### config.mk
export PLATFORM = sky130hd
export DESIGN_NAME = decimal_text_to_q16_16_top
export DESIGN_NICKNAME = d
export VERILOG_FILES = /design/src/rtl/dtq_pkg.sv /design/src/rtl/dtq_front.sv /design/src/rtl/dtq_queue.sv /design/src/rtl/dtq_back.sv /design/src/rtl/decimal_text_to_q16_16_top.sv
export VERILOG_INCLUDE_DIRS = /design/src /design/src/rtl
export SDC_FILE = /design/constraint.sdc
export NUM_CORES = 1
export LEC_CHECK = 0
export ABC_AREA = 0
export BUFFER_PORTS_ARGS = -buffer_cell sky130_fd_sc_hd__buf_2
export CAP_MARGIN = 20
export CORE_ASPECT_RATIO = 1.75
export CORE_MARGIN = 1.5
export CORE_UTILIZATION = 55
export CTS_BUF_LIST = sky130_fd_sc_hd__clkbuf_8
export CTS_CLUSTER_DIAMETER = 120
export DETAILED_ROUTE_END_ITERATION = 10
export HOLD_SLACK_MARGIN = 0.05
export PLACE_DENSITY = 0.82
export SKIP_CTS_REPAIR_TIMING = 1
export SYNTH_ARGS = -nofsm -noshare
export SYNTH_HDL_FRONTEND = slang
export SYNTH_HIERARCHICAL = 1
export SYNTH_SLANG_ARGS = --single-unit
export TNS_END_PERCENT = 50
### constraint.sdc
create_clock -name clk -period 3.5 [get_ports clk]
set_clock_uncertainty 0.05 [all_clocks]
set_input_delay 0.7 -clock clk [delete_from_list [all_inputs] [get_ports clk]]
set_output_delay 0.7 -clock clk [all_outputs]
set_load 0.1 [all_outputs]
### src/rtl/decimal_text_to_q16_16_top_assert.svh
// Assertion macros for the decimal text parser
`ifndef DECIMAL_TEXT_TO_Q16_16_TOP_ASSERT_SVH
`define DECIMAL_TEXT_TO_Q16_16_TOP_ASSERT_SVH

`ifndef ASSERT_OFF
`define DTQ_ASSERT_IMP(lbl, clk, rst_n, ante, cons) \
	lbl: assert property (@(posedge clk) disable iff (!rst_n) (ante) |-> (cons)) \
		else $error("assertion failed");
`define DTQ_ASSERT_NXT(lbl, clk, rst_n, ante, cons) \
	lbl: assert property (@(posedge clk) disable iff (!rst_n) (ante) |=> (cons)) \
		else $error("assertion failed");
`else
`define DTQ_ASSERT_IMP(lbl, clk, rst_n, ante, cons)
`define DTQ_ASSERT_NXT(lbl, clk, rst_n, ante, cons)
`endif

`endif

### src/rtl/dtq_pkg.sv
`default_nettype none

package dtq_pkg;

	// widest fields over the parameter ranges (up to nine fraction digits, limit 32767)
	localparam int INT_MAX_W = 15;
	localparam int FD_MAX_W  = 30;
	localparam int CNT_MAX_W = 4;
	localparam int Q_W       = 17;
	localparam int NUM_W     = FD_MAX_W + 16 + 1;

	localparam logic [7:0] CH_MINUS = 8'h2D;
	localparam logic [7:0] CH_POINT = 8'h2E;
	localparam logic [7:0] CH_ZERO  = 8'h30;
	localparam logic [7:0] CH_NINE  = 8'h39;

	localparam logic [32:0] MAG_MAX = 33'h0_7FFF_FFFF;

	typedef struct packed {
		logic                 neg;
		logic                 ok;
		logic [INT_MAX_W-1:0] int_part;
		logic [FD_MAX_W-1:0]  frac_digits;
		logic [CNT_MAX_W-1:0] frac_count;
	} rec_t;

	function automatic logic [FD_MAX_W-1:0] pow10(input logic [CNT_MAX_W-1:0] k);
		logic [FD_MAX_W-1:0] r;
		begin
			case (k)
				4'd0: r = 30'd1;
				4'd1: r = 30'd10;
				4'd2: r = 30'd100;
				4'd3: r = 30'd1000;
				4'd4: r = 30'd10000;
				4'd5: r = 30'd100000;
				4'd6: r = 30'd1000000;
				4'd7: r = 30'd10000000;
				4'd8: r = 30'd100000000;
				4'd9: r = 30'd1000000000;
				default: r = 30'd1;
			endcase
			return r;
		end
	endfunction

endpackage

`default_nettype wire

### src/rtl/dtq_front.sv
`default_nettype none

module dtq_front #(
	parameter int FRACTION_DIGITS_KEPT = 7,
	parameter int INTEGER_LIMIT        = 32767
) (
	input  wire logic        clk,
	input  wire logic        arst_n,
	input  wire logic        char_valid,
	output logic             char_stall,
	input  wire logic        char_present,
	input  wire logic [7:0]  char_code,
	input  wire logic        last_char,
	input  wire logic        q_full,
	output logic             push,
	output dtq_pkg::rec_t    push_data
);

	localparam int IW   = $clog2(INTEGER_LIMIT + 1);
	localparam int IP_W = IW + 4;
	localparam int FD_W = $clog2(10 ** FRACTION_DIGITS_KEPT);
	localparam int FP_W = FD_W + 4;
	localparam int CW   = $clog2(FRACTION_DIGITS_KEPT + 1);

	localparam logic [1:0] PH_START = 2'd0;
	localparam logic [1:0] PH_INT   = 2'd1;
	localparam logic [1:0] PH_FRAC  = 2'd2;

	logic [1:0]      phase_q, phase_n;
	logic            neg_q, neg_n;
	logic [IW-1:0]   int_q, int_n;
	logic [FD_W-1:0] fd_q, fd_n;
	logic [CW-1:0]   cnt_q, cnt_n;
	logic            saw_q, saw_n;
	logic            fail_q, fail_n;

	logic            accept;
	logic            is_digit;
	logic [3:0]      dval;
	logic [IP_W-1:0] int_prod;
	logic [FP_W-1:0] fd_prod;

	assign char_stall = q_full;
	assign accept     = char_valid && !q_full;
	assign push       = accept && last_char;

	always_comb begin
		is_digit = char_code inside {[dtq_pkg::CH_ZERO:dtq_pkg::CH_NINE]};
		dval     = char_code[3:0];
		int_prod = IP_W'({int_q, 3'b000}) + IP_W'({int_q, 1'b0}) + IP_W'(dval);
		fd_prod  = FP_W'({fd_q, 3'b000}) + FP_W'({fd_q, 1'b0}) + FP_W'(dval);

		phase_n = phase_q;
		neg_n   = neg_q;
		int_n   = int_q;
		fd_n    = fd_q;
		cnt_n   = cnt_q;
		saw_n   = saw_q;
		fail_n  = fail_q;

		if (char_present && !fail_q) begin
			if (char_code == dtq_pkg::CH_MINUS && phase_q == PH_START) begin
				neg_n   = 1'b1;
				phase_n = PH_INT;
			end else if (is_digit && phase_q != PH_FRAC) begin
				phase_n = PH_INT;
				if (int_prod > IP_W'(INTEGER_LIMIT)) begin
					fail_n = 1'b1;
				end else begin
					int_n = int_prod[IW-1:0];
					saw_n = 1'b1;
				end
			end else if (char_code == dtq_pkg::CH_POINT && phase_q != PH_FRAC) begin
				phase_n = PH_FRAC;
			end else if (is_digit && phase_q == PH_FRAC) begin
				// digits past the kept count are swallowed
				if (cnt_q < CW'(FRACTION_DIGITS_KEPT)) begin
					fd_n  = fd_prod[FD_W-1:0];
					cnt_n = cnt_q + CW'(1);
					saw_n = 1'b1;
				end
			end else begin
				fail_n = 1'b1;
			end
		end

		push_data.neg         = neg_n;
		push_data.ok          = !fail_n && saw_n;
		push_data.int_part    = dtq_pkg::INT_MAX_W'(int_n);
		push_data.frac_digits = dtq_pkg::FD_MAX_W'(fd_n);
		push_data.frac_count  = dtq_pkg::CNT_MAX_W'(cnt_n);
	end

	always_ff @(posedge clk or negedge arst_n) begin
		if (!arst_n) begin
			phase_q <= PH_START;
			neg_q   <= 1'b0;
			int_q   <= '0;
			fd_q    <= '0;
			cnt_q   <= '0;
			saw_q   <= 1'b0;
			fail_q  <= 1'b0;
		end else if (accept) begin
			if (last_char) begin
				phase_q <= PH_START;
				neg_q   <= 1'b0;
				int_q   <= '0;
				fd_q    <= '0;
				cnt_q   <= '0;
				saw_q   <= 1'b0;
				fail_q  <= 1'b0;
			end else begin
				phase_q <= phase_n;
				neg_q   <= neg_n;
				int_q   <= int_n;
				fd_q    <= fd_n;
				cnt_q   <= cnt_n;
				saw_q   <= saw_n;
				fail_q  <= fail_n;
			end
		end
	end

endmodule

`default_nettype wire

### src/rtl/dtq_queue.sv
`default_nettype none

module dtq_queue (
	input  wire logic          clk,
	input  wire logic          arst_n,
	input  wire logic          push,
	input  wire dtq_pkg::rec_t push_data,
	input  wire logic          pop,
	output dtq_pkg::rec_t      pop_data,
	output logic [1:0]         level,
	output logic               full
);

	dtq_pkg::rec_t entry_q [2];
	logic          wr_ptr_q;
	logic          rd_ptr_q;
	logic [1:0]    level_q;

	assign level    = level_q;
	assign full     = level_q == 2'd2;
	assign pop_data = entry_q[rd_ptr_q];

	always_ff @(posedge clk) begin
		if (push) begin
			entry_q[wr_ptr_q] <= push_data;
		end
	end

	always_ff @(posedge clk or negedge arst_n) begin
		if (!arst_n) begin
			wr_ptr_q <= 1'b0;
			rd_ptr_q <= 1'b0;
			level_q  <= 2'd0;
		end else begin
			if (push) begin
				wr_ptr_q <= !wr_ptr_q;
			end
			if (pop) begin
				rd_ptr_q <= !rd_ptr_q;
			end
			case ({push, pop})
				2'b10:   level_q <= level_q + 2'd1;
				2'b01:   level_q <= level_q - 2'd1;
				default: level_q <= level_q;
			endcase
		end
	end

endmodule

`default_nettype wire

### src/rtl/dtq_back.sv
`default_nettype none

module dtq_back (
	input  wire logic         clk,
	input  wire logic         arst_n,
	input  wire dtq_pkg::rec_t head,
	input  wire logic [1:0]   q_level,
	output logic              pop,
	output logic              result_valid,
	input  wire logic         result_stall,
	output logic signed [31:0] fixed_value,
	output logic              parse_ok
);

	localparam logic [1:0] ST_IDLE = 2'd0;
	localparam logic [1:0] ST_DIV  = 2'd1;
	localparam logic [1:0] ST_FIN  = 2'd2;

	localparam int FW = dtq_pkg::FD_MAX_W;
	localparam int QW = dtq_pkg::Q_W;
	localparam int SW = $clog2(QW);

	logic [1:0]                     state_q;
	logic                           neg_q;
	logic                           ok_q;
	logic [dtq_pkg::INT_MAX_W-1:0]  int_q;
	logic [FW-1:0]                  scale_q;
	logic [FW-1:0]                  rem_q;
	logic [QW-1:0]                  sh_q;
	logic [SW-1:0]                  step_q;
	logic                           res_valid_q;
	logic signed [31:0]             res_value_q;
	logic                           res_ok_q;

	logic [FW-1:0]                  head_scale;
	logic [dtq_pkg::NUM_W-1:0]      numer;
	logic [FW:0]                    trial;
	logic                           ge;
	logic [32:0]                    mag;
	logic                           fin_go;
	logic                           fin_ok;

	assign pop          = state_q == ST_IDLE && q_level != 2'd0;
	assign fin_go       = state_q == ST_FIN && (!res_valid_q || !result_stall);
	assign result_valid = res_valid_q;
	assign fixed_value  = res_value_q;
	assign parse_ok     = res_ok_q;

	always_comb begin
		// rounding: digits * 2^16 + scale/2, then divide by scale
		head_scale = dtq_pkg::pow10(head.frac_count);
		numer = {1'b0, head.frac_digits, 16'd0} + dtq_pkg::NUM_W'(head_scale >> 1);
		trial = {rem_q, sh_q[QW-1]};
		ge    = trial >= {1'b0, scale_q};
		mag   = {2'b00, int_q, 16'd0} + 33'(sh_q);
		fin_ok = ok_q && (mag <= dtq_pkg::MAG_MAX);
	end

	always_ff @(posedge clk) begin
		if (pop) begin
			neg_q   <= head.neg;
			ok_q    <= head.ok;
			int_q   <= head.int_part;
			scale_q <= head_scale;
			rem_q   <= numer[dtq_pkg::NUM_W-1:QW];
			sh_q    <= numer[QW-1:0];
		end else if (state_q == ST_DIV) begin
			rem_q <= ge ? FW'(trial - {1'b0, scale_q}) : trial[FW-1:0];
			sh_q  <= {sh_q[QW-2:0], ge};
		end
		if (fin_go) begin
			res_ok_q    <= fin_ok;
			res_value_q <= !fin_ok ? 32'sd0 :
				(neg_q ? -$signed(mag[31:0]) : $signed(mag[31:0]));
		end
	end

	always_ff @(posedge clk or negedge arst_n) begin
		if (!arst_n) begin
			state_q     <= ST_IDLE;
			step_q      <= '0;
			res_valid_q <= 1'b0;
		end else begin
			case (state_q)
				ST_IDLE: begin
					if (pop) begin
						step_q  <= '0;
						state_q <= ST_DIV;
					end
				end
				ST_DIV: begin
					step_q <= step_q + SW'(1);
					if (step_q == SW'(QW - 1)) begin
						state_q <= ST_FIN;
					end
				end
				ST_FIN: begin
					if (fin_go) begin
						state_q <= ST_IDLE;
					end
				end
				default: state_q <= ST_IDLE;
			endcase
			if (fin_go) begin
				res_valid_q <= 1'b1;
			end else if (!result_stall) begin
				res_valid_q <= 1'b0;
			end
		end
	end

endmodule

`default_nettype wire

### src/rtl/decimal_text_to_q16_16_top.sv
// Characters: one transaction per cycle while char_stall is low, no gaps within a string.
// Result: the string is loaded from the queue, runs a 17-step restoring divider for the
// rounded fraction; a finishing state writes the output register, held by result_stall.
// A two-entry queue holds finished strings, so parsing can go on while the divider runs.
// Reset (arst_n low, asynchronous): parser at start of string, queue empty, no result pending.
`default_nettype none
`include "decimal_text_to_q16_16_top_assert.svh"

module decimal_text_to_q16_16_top #(
	parameter int FRACTION_DIGITS_KEPT = 7,
	parameter int INTEGER_LIMIT        = 32767
) (
	input  wire logic          clk,
	input  wire logic          arst_n,
	input  wire logic          char_valid,
	output logic               char_stall,
	input  wire logic          char_present,
	input  wire logic [7:0]    char_code,
	input  wire logic          last_char,
	output logic               result_valid,
	input  wire logic          result_stall,
	output logic signed [31:0] fixed_value,
	output logic               parse_ok
);

	logic          push;
	logic          pop;
	logic          q_full;
	logic [1:0]    q_level;
	dtq_pkg::rec_t push_data;
	dtq_pkg::rec_t head;

	dtq_front #(
		.FRACTION_DIGITS_KEPT(FRACTION_DIGITS_KEPT),
		.INTEGER_LIMIT(INTEGER_LIMIT)
	) u_front (
		.clk(clk),
		.arst_n(arst_n),
		.char_valid(char_valid),
		.char_stall(char_stall),
		.char_present(char_present),
		.char_code(char_code),
		.last_char(last_char),
		.q_full(q_full),
		.push(push),
		.push_data(push_data)
	);

	dtq_queue u_queue (
		.clk(clk),
		.arst_n(arst_n),
		.push(push),
		.push_data(push_data),
		.pop(pop),
		.pop_data(head),
		.level(q_level),
		.full(q_full)
	);

	dtq_back u_back (
		.clk(clk),
		.arst_n(arst_n),
		.head(head),
		.q_level(q_level),
		.pop(pop),
		.result_valid(result_valid),
		.result_stall(result_stall),
		.fixed_value(fixed_value),
		.parse_ok(parse_ok)
	);

	// a failed parse always reports zero
	`DTQ_ASSERT_IMP(a_fail_zero, clk, arst_n, result_valid && !parse_ok, fixed_value == 32'sd0)
	// a magnitude above 2^31-1 fails the parse, so the most negative code never appears
	`DTQ_ASSERT_IMP(a_no_min, clk, arst_n, result_valid, fixed_value != 32'sh8000_0000)
	// an accepted last character always lands in the queue
	`DTQ_ASSERT_NXT(a_push_lands, clk, arst_n, char_valid && !char_stall && last_char,
		q_level != 2'd0)

endmodule

`default_nettype wire
==> metrics.md, run 1 <==
| Metric | Value |
|---|---|
| Outcome | `finished, violations left` |
| Failing checks | `setup timing` |
| Total area of sequential cells | `8150 µm²` |
| Worst Max-Slew Pin Slew | `1.03 ns` |
| Largest net degree at the start of global routing | `51` |
| R2r setup slk | `-0.15 ns` |
| H-tree lvl count | `2` |
| Async S/R FF share, synth | `0.210` |
| Depth of the most critical reg-to-reg path | `14` |
| Startpoint Class | `flop` |
| Vias in the first global route | `13800` |
| Leakage | `8.93 nW` |
| Mean Syn Cell Area | `10.7 µm²` |
| CP max stage cell | `fa_2` |
| Share of the yosys chip area belonging to registers | `0.461` |
| Clk Latency, worst-skew pair | `0.56 ns` |
| Initial core utilization | `0.560` |
| Via density | `5.98` |
| Period utilization | `1.04` |
| Clk buf depth | `3` |
| Residual DRC | `0` |
| EDFF count, synth | `222` |
| Routability cong. | `0.949` |
| Layout Nets | `1980` |
| Antenna violations before repair | `1` |
| M1 GR Usage | `0.248` |
| Largest area contributor in the netlist | `edfxtp_1` |
| Netlist Area Pre-Place | `17700 µm²` |
| Slew margin rel. | `0.309` |
| Detailed-router iteration count before antenna repair | `5` |
| Mapped Cells | `1654` |
| Post-route cell area | `20400 µm²` |
| IO Pins | `49` |
| Pre-CTS WS | `-0.748 ns` |
| Worst path max stage delay | `0.60 ns` |
| CTS tree | `done` |
| Fillers | `2317` |
| Max Cap Viol | `0` |
| Met3 Use GR | `0.0193` |
| #FFs+latches synth | `281` |
| Port buffer count | `48` |
| Final setup vio count | `48` |
| Worst Setup EP | `u_queue/entry_q[0][38]$_DFFE_PP_` |
| Min Hold Slack | `0.220 ns` |
| Worst-path clk slew | `0.07 ns` |
| Worst vdd ir | `0.459 mV` |
| GR peak layer | `met2` |
| Worst reg2reg startpoint | `u_front/int_q[2]$_DFFE_PN0P_` |
| Hold Fails Final Rpt | `0` |
| CTS Buf Count | `37` |
| Placed Area | `19300 µm²` |
| Worst path cell trace | `inv_2, fa_2, inv_2, ha_4, a211oi_2, nor2_2, o21ai_2, o32ai_2, o21ai_1, or4b_4, or3_4, buf_6, nand2_1, nand2_1` |
| Final Worst Setup Slack | `-0.151 ns` |
| Synth Warn # | `6` |
| CP Data Arrival Time | `3.89 ns` |
| Final HPWL DP | `30800 µm` |
| Area of the multi-input gates | `9270 µm²` |
| Vias post-DR | `13500` |
| CTS root buf | `clkbuf_8` |
| Total track usage | `0.242` |
| Global-route wire length before repair | `65900 µm` |
| Critical path class | `reg2reg` |
| Power per cell area | `747 nW/µm²` |
| Final ANT Viol Nets | `0` |
| Critical path's top delay family | `simple AND/OR/NAND/NOR gates` |
| Buf/Inv on CP | `3` |
| Synth-to-layout area growth | `15.6%` |
| Worst Setup End Kind | `flop` |
| Highest clock rate | `0.274 GHz` |
| Synth area leaders | `edfxtp_1, ha_1, dfrtp_1` |
| Netlist cell types | `94` |
| Met2 Use GR | `0.477` |
| Unrepaired setup endpoints after global routing | `yes` |
| Total grt overflow | `0` |
| Die width | `138 µm` |
| Worst-path fanout max | `7` |
| Slew Limit Fails | `0` |
| Clock sinks | `281` |
| Worst r2r dst | `u_queue/entry_q[0][38]$_DFFE_PP_` |
| Routed len/inst | `18.6 µm` |
| Primary FF master, synth | `edfxtp_1` |
| CP Depth | `14` |
| Die area | `33200 µm²` |
| Core Footprint | `31500 µm²` |
| Fin crit period | `3.65 ns` |
| DR iter-0 viols | `838` |
| Share of cells above drive strength 1 | `0.231` |
| FP Rows | `86` |
| Crit path launch | `u_front/int_q[2]$_DFFE_PN0P_` |
| Worst EP required | `3.74 ns` |
| Util after Layout | `0.648` |
| Die H | `240 µm` |
| Routed Wire Length | `41900 µm` |
| Synth top area share | `0.378` |
| Min-Delay Path Class | `in2async` |
logic make-up (layout without fill, tap and decap cells):
family	after synthesis	count (layout)	share of synthesized area
mux	76	76	0.0577
compound gates	373	374	0.142
buf+inv	133	334	0.0371
simple gates	536	536	0.145
xor+xnor	122	122	0.0605
fa+ha+maj	132	132	0.0961
other cells	1	8	0.000212
flops	281	281	0.461
state kept, by name, summed over array words and instances (netlist names), 3 cells and up:
| register | count |
|---|---|
| u_back/int_q | 15 |
| u_front/cnt_q | 3 |
| u_back/sh_q | 17 |
| u_back/fixed_value | 32 |
| u_front/fd_q | 24 |
| u_back/scale_q | 23 |
| u_queue/entry_q | 102 |
| u_back/step_q | 5 |
| u_front/int_q | 15 |
| u_back/rem_q | 30 |
per-layer routing:
layer	share of wire	routed length (µm)
met1	0.36	15300
met2	0.56	23300
met3	0.029	1200
met4	0.050	2120
met5	0	0
cells in the final DEF, fill, tap and decap left out, drive strengths merged, types with 10 or more instances in the layout:
cell type / n
a211oi: 14
a21o: 29
a21oi: 75
a22o: 39
a31oi: 25
and3: 18
buf: 198
clkbuf: 39
clkinv: 17
dfrtp: 59
edfxtp: 222
ha: 126
inv: 72
mux2: 59
mux2i: 17
nand2: 233
nand2b: 19
nand3: 37
nand4: 19
nor2: 112
nor2b: 11
nor3: 32
o211ai: 10
o21a: 10
o21ai: 101
o31ai: 11
xnor2: 65
xor2: 57
stage by stage:
step	setup TNS, ns	total power [mW]	cells
3_5_place_dp	-43.34	12.3	2184
6_report	-5.20	15.3	2259
5_1_grt	-10.26	16.1	2259
2_1_floorplan	-16.31	10.4	1660
3_3_place_gp	-35.86	12.1	2184
4_1_cts	-16.05	15.0	2251
cell type report:
type / count / share of cell area
inverters: 69 / 0.0132
clock buffers: 39 / 0.0263
flip-flops and latches: 281 / 0.399
diodes: 1 / 0.000123
multi-input cells: 1247 / 0.454
repair buffers: 198 / 0.0709
well taps: 396 / 0.0243
clock inverters: 28 / 0.0123
cells in the mapped netlist (6+ instances only):
master	count
xor2_1	57
xnor2_1	65
a211oi_1	12
a22o_1	39
o31ai_1	11
o21ai_0	91
o21bai_1	6
buf_2	11
nor2_1	110
nor2b_1	10
nand2_1	233
nor4_1	7
nand3_1	35
mux2_4	49
dfrtp_1	59
or3_1	8
a21oi_1	73
and3_1	18
mux2i_1	17
o21ai_1	9
buf_4	10
a31oi_1	25
clkbuf_1	33
edfxtp_1	222
mux2_2	10
o21a_1	10
fa_1	6
nand2b_1	19
and2_1	7
nand4_1	18
inv_1	68
o211ai_1	9
ha_1	126
a21o_1	28
nor3_1	27
how the worst min path moves through the flow:
stage                     slack, ns  depth (start not counted)                         endpoint                          from
after CTS                      0.21                          1     u_back/step_q[2]$_DFFE_PN0P_                        arst_n
after floorplan                0.35                          0  u_back/result_valid$_DFFE_PN0P_                        arst_n
after global routing           0.28                          1    u_front/int_q[11]$_DFFE_PN0P_                        arst_n
final                          0.22                          1     u_front/int_q[9]$_DFFE_PN0P_                        arst_n
after detailed placement       0.43                          2     u_front/fd_q[23]$_DFFE_PN0P_  u_front/fd_q[23]$_DFFE_PN0P_
after global placement         0.42                          2     u_front/fd_q[23]$_DFFE_PN0P_  u_front/fd_q[23]$_DFFE_PN0P_
report_power, final:
part           switching, mW  leakage, nW  internal [mW]
Combinational           4.27         5.59           3.22
Clock                   1.25        0.411           1.36
Sequential             0.498         2.92           4.66
Total                   6.02         8.93           9.24
Power figures use the tool's default switching activity.
==> inputs of run 2 (changes only) <==
--- a/config.mk
+++ b/config.mk
@@ -16,10 +16,10 @@
 export CTS_CLUSTER_DIAMETER = 120
 export DETAILED_ROUTE_END_ITERATION = 10
 export HOLD_SLACK_MARGIN = 0.05
-export PLACE_DENSITY = 0.82
+export PLACE_DENSITY = 0.83
 export SKIP_CTS_REPAIR_TIMING = 1
+export SKIP_LAST_GASP = 1
 export SYNTH_ARGS = -nofsm -noshare
 export SYNTH_HDL_FRONTEND = slang
-export SYNTH_HIERARCHICAL = 1
 export SYNTH_SLANG_ARGS = --single-unit
 export TNS_END_PERCENT = 50
==> run 2 against run 1 <==
Against the previous run: the flow still finishes with violations (setup timing); global-route usage decreased by 0.33 points; count of clock-buffer cells in the layout increased by 3; register-to-register slack better by 0.09 ns; critical endpoint is now u_queue.entry_q[1][37]$_DFFE_PP_; highest routed layer unchanged.
==> metrics.md, run 2 <==
| Metric | Value |
|---|---|
| Mapped Cells | `1529 (-7.6%)` |
| Primary FF master, synth | `edfxtp_1` |
| Async S/R FF share, synth | `0.227 (+0.0170)` |
| Slew Limit Fails | `0 (unchanged)` |
| Routed len/inst | `18.1 µm (-2.5%)` |
| Clock sinks | `260 (-7.5%)` |
| Die H | `228 µm (-5.0%)` |
| FP Rows | `82 (-4.7%)` |
| Commonest cells in the synthesized netlist | `edfxtp_1, nand2_1, ha_1, nor2_1, o21ai_0` |
| Antenna violations before repair | `0 (-1)` |
| Detailed-router iteration count before antenna repair | `7 (+2)` |
| EDFF count, synth | `201 (-9.5%)` |
| Mean Syn Cell Area | `10.4 µm² (-2.5%)` |
| Die area | `30000 µm² (-9.7%)` |
| Netlist Area Pre-Place | `15900 µm² (-9.8%)` |
| Final Worst Setup Slack | `-0.0655 ns (+0.0859 ns)` |
| Worst Max-Slew Pin Slew | `0.943 ns (-0.0916 ns)` |
| Routed Wire Length | `37300 µm (-11%)` |
| Min Hold Slack | `0.0587 ns (-0.161 ns)` |
| Outcome | `finished, violations left` |
| Worst-path clk slew | `0.08 ns (about the same)` |
| CP Data Arrival Time | `3.90 ns (about the same)` |
| IO Pins | `49 (unchanged)` |
| Initial core utilization | `0.558 (-0.00192)` |
| #FFs+latches synth | `260 (-7.5%)` |
| Worst Setup End Kind | `flop` |
| Worst EP required | `3.83 ns (+0.09 ns)` |
| Period utilization | `1.02 (-0.0245)` |
| Synth-to-layout area growth | `15.0%` |
| Layout Nets | `1785 (-9.8%)` |
| Placed instance count | `1980 (-9.3%)` |
| Share of the yosys chip area belonging to registers | `0.472 (+0.0107)` |
| Util after Layout | `0.642 (-0.00560)` |
| Slew margin rel. | `0.370 (+0.0612)` |
| Global-route wire length before repair | `59000 µm (-11%)` |
| Most common cell after layout, fill and taps aside | `edfxtp_1` |
| CTS root buf | `clkbuf_8` |
| Placed Area | `17200 µm² (-11%)` |
| Worst-path fanout max | `18 (+11)` |
| Post-route cell area | `18300 µm² (-10%)` |
| H-tree lvl count | `2 (unchanged)` |
| DR iter-0 viols | `1046 (+25%)` |
| Worst vdd ir | `0.470 mV (+2.5%)` |
| Final ANT Viol Nets | `0 (unchanged)` |
| Hold Fails Final Rpt | `0 (unchanged)` |
| Clk buf depth | `3 (unchanged)` |
| Largest net degree at the start of global routing | `47 (-7.8%)` |
| Total grt overflow | `0 (unchanged)` |
| Failing checks | `setup timing` |
| Startpoint Class | `flop` |
| Critical path class | `reg2reg` |
| Vias in the first global route | `12400 (-10%)` |
| Power per cell area | `730 nW/µm² (-2.3%)` |
| Biggest register | `u_queue.entry_q` |
| Final HPWL DP | `26700 µm (-13%)` |
| Min-Delay Path Class | `in2async` |
| Top-count cell post-synth | `edfxtp_1` |
| Synth Warn # | `0 (-6)` |
| Ant diodes | `0 (-1)` |
| Routability cong. | `0.897 (-5.4%)` |
| Mapped Nets | `1658` |
| Final setup vio count | `11 (-77%)` |
| CTS tree | `done` |
| CTS Buf Count | `38 (+2.7%)` |
| Max Cap Viol | `0 (unchanged)` |
| Fin crit period | `3.57 ns (-0.0859 ns)` |
| Pwr Total | `13.4 mW (-12%)` |
| Residual DRC | `0 (unchanged)` |
| Max FFs per register | `88 (-14%)` |
| Post-Layout Cell Count | `2063 (-8.7%)` |
| Port buffer count | `48 (unchanged)` |
| Unrepaired setup endpoints after global routing | `yes` |
| Netlist cell types | `78 (-17%)` |
| Leakage | `7.66 nW (-14%)` |
| Clk Latency, worst-skew pair | `0.58 ns (+0.02 ns)` |
| Synth area leaders | `edfxtp_1, dfrtp_1, ha_1` |
| Die width | `132 µm (-4.9%)` |
| Most frequent cells in the layout | `edfxtp_1, nand2_1, ha_1` |
| Vias post-DR | `12400 (-8.0%)` |
| Via density | `6.03 (+0.70%)` |
| Share of cells above drive strength 1 | `0.177 (-0.0535)` |
| Fillers | `2201 (-5.0%)` |
| Synth top area share | `0.379 (+0.00160)` |
| Core Footprint | `28500 µm² (-9.5%)` |
| Highest clock rate | `0.280 GHz (+2.4%)` |
| Total track usage | `0.239 (-0.00332)` |
| Largest area contributor in the netlist | `edfxtp_1` |
run 2: cell types whose count changed after synthesis, moves of 17 or more:
cell	change
mux2_4	-49
a22o_1	-20
nand3_1	+21
edfxtp_1	-21
ha_1	-17
nand2_1	-41
mux2_2	+25
run 2: cell type report:
type	instances	area (µm²)	share of cell area
flip-flops and latches	260	7510	0.410
inverters	60	233	0.0127
clock buffers	42	578	0.0316
multi-input cells	1155	8240	0.450
well taps	378	473	0.0258
repair buffers	141	1020	0.0556
clock inverters	27	255	0.0139
run 2: power breakdown:
group          switching (mW)  internal, mW  leakage (nW)
Combinational            3.31          2.41          4.51
Clock                    1.25          1.43         0.454
Sequential              0.576          4.39          2.69
Total                    5.14          8.23          7.66
run 2: critical path: stages, from the launching register on:
cell and delay (ns):
dfrtp_1 0.37, inv_2 0.06, fa_2 0.61, inv_2 0.06
ha_4 0.21, a211oi_2 0.19, o31a_1 0.22, nor3_4 0.06
o211ai_2 0.22, buf_4 0.16, a21oi_1 0.06, a2111o_1 0.45
nand4_4 0.22, buf_12 0.17, nand2_1 0.07, o21ai_1 0.19
run 2: metrics by stage:
step	setup slack [ns]	setup TNS (ns)
global route	-0.142	-3.86
global placement	-0.334	-16.16
finish	-0.0655	-0.281
CTS	-0.180	-1.74
detailed placement	-0.430	-23.60
floorplan	-0.0304	-0.250
run 2: per-layer routing:
metal,track usage,routed length (µm),vias up
met5,0,0,-
met4,0.145,1810,0
met3,0.0280,1350,118
met2,0.446,19900,390
met1,0.255,14300,6019
li1,-,-,5905
run 2: cells by family (layout without fill, tap and decap cells):
family / Yosys count / count (layout) / share of synthesized area
AND/OR/NAND/NOR: 505 / 505 / 0.152
AO/OA/AOI/OAI: 358 / 358 / 0.149
flip-flops: 260 / 260 / 0.472
XOR/XNOR: 117 / 117 / 0.0644
adder cells (fa/ha/maj): 115 / 115 / 0.0932
buffers and inverters: 114 / 270 / 0.0288
multiplexers: 60 / 60 / 0.0405
run 2: worst paths after layout:
check	from	endpoint	slack, ns	cells after the start
min in group clk	last_char	u_front.cnt_q[2]$_DFFE_PN0P_	0.36	2
min reg2reg	u_back.step_q[4]$_DFFE_PN0P_	u_back.step_q[4]$_DFFE_PN0P_	0.46	1
max in group asynchronous	arst_n	u_front.fd_q[18]$_DFFE_PN0P_	2.33	2
max	u_front.int_q[2]$_DFFE_PN0P_	u_queue.entry_q[1][37]$_DFFE_PP_	-0.07	15
min	arst_n	u_front.int_q[9]$_DFFE_PN0P_	0.06	1
max reg2reg	u_front.int_q[2]$_DFFE_PN0P_	u_queue.entry_q[1][37]$_DFFE_PP_	-0.07	15
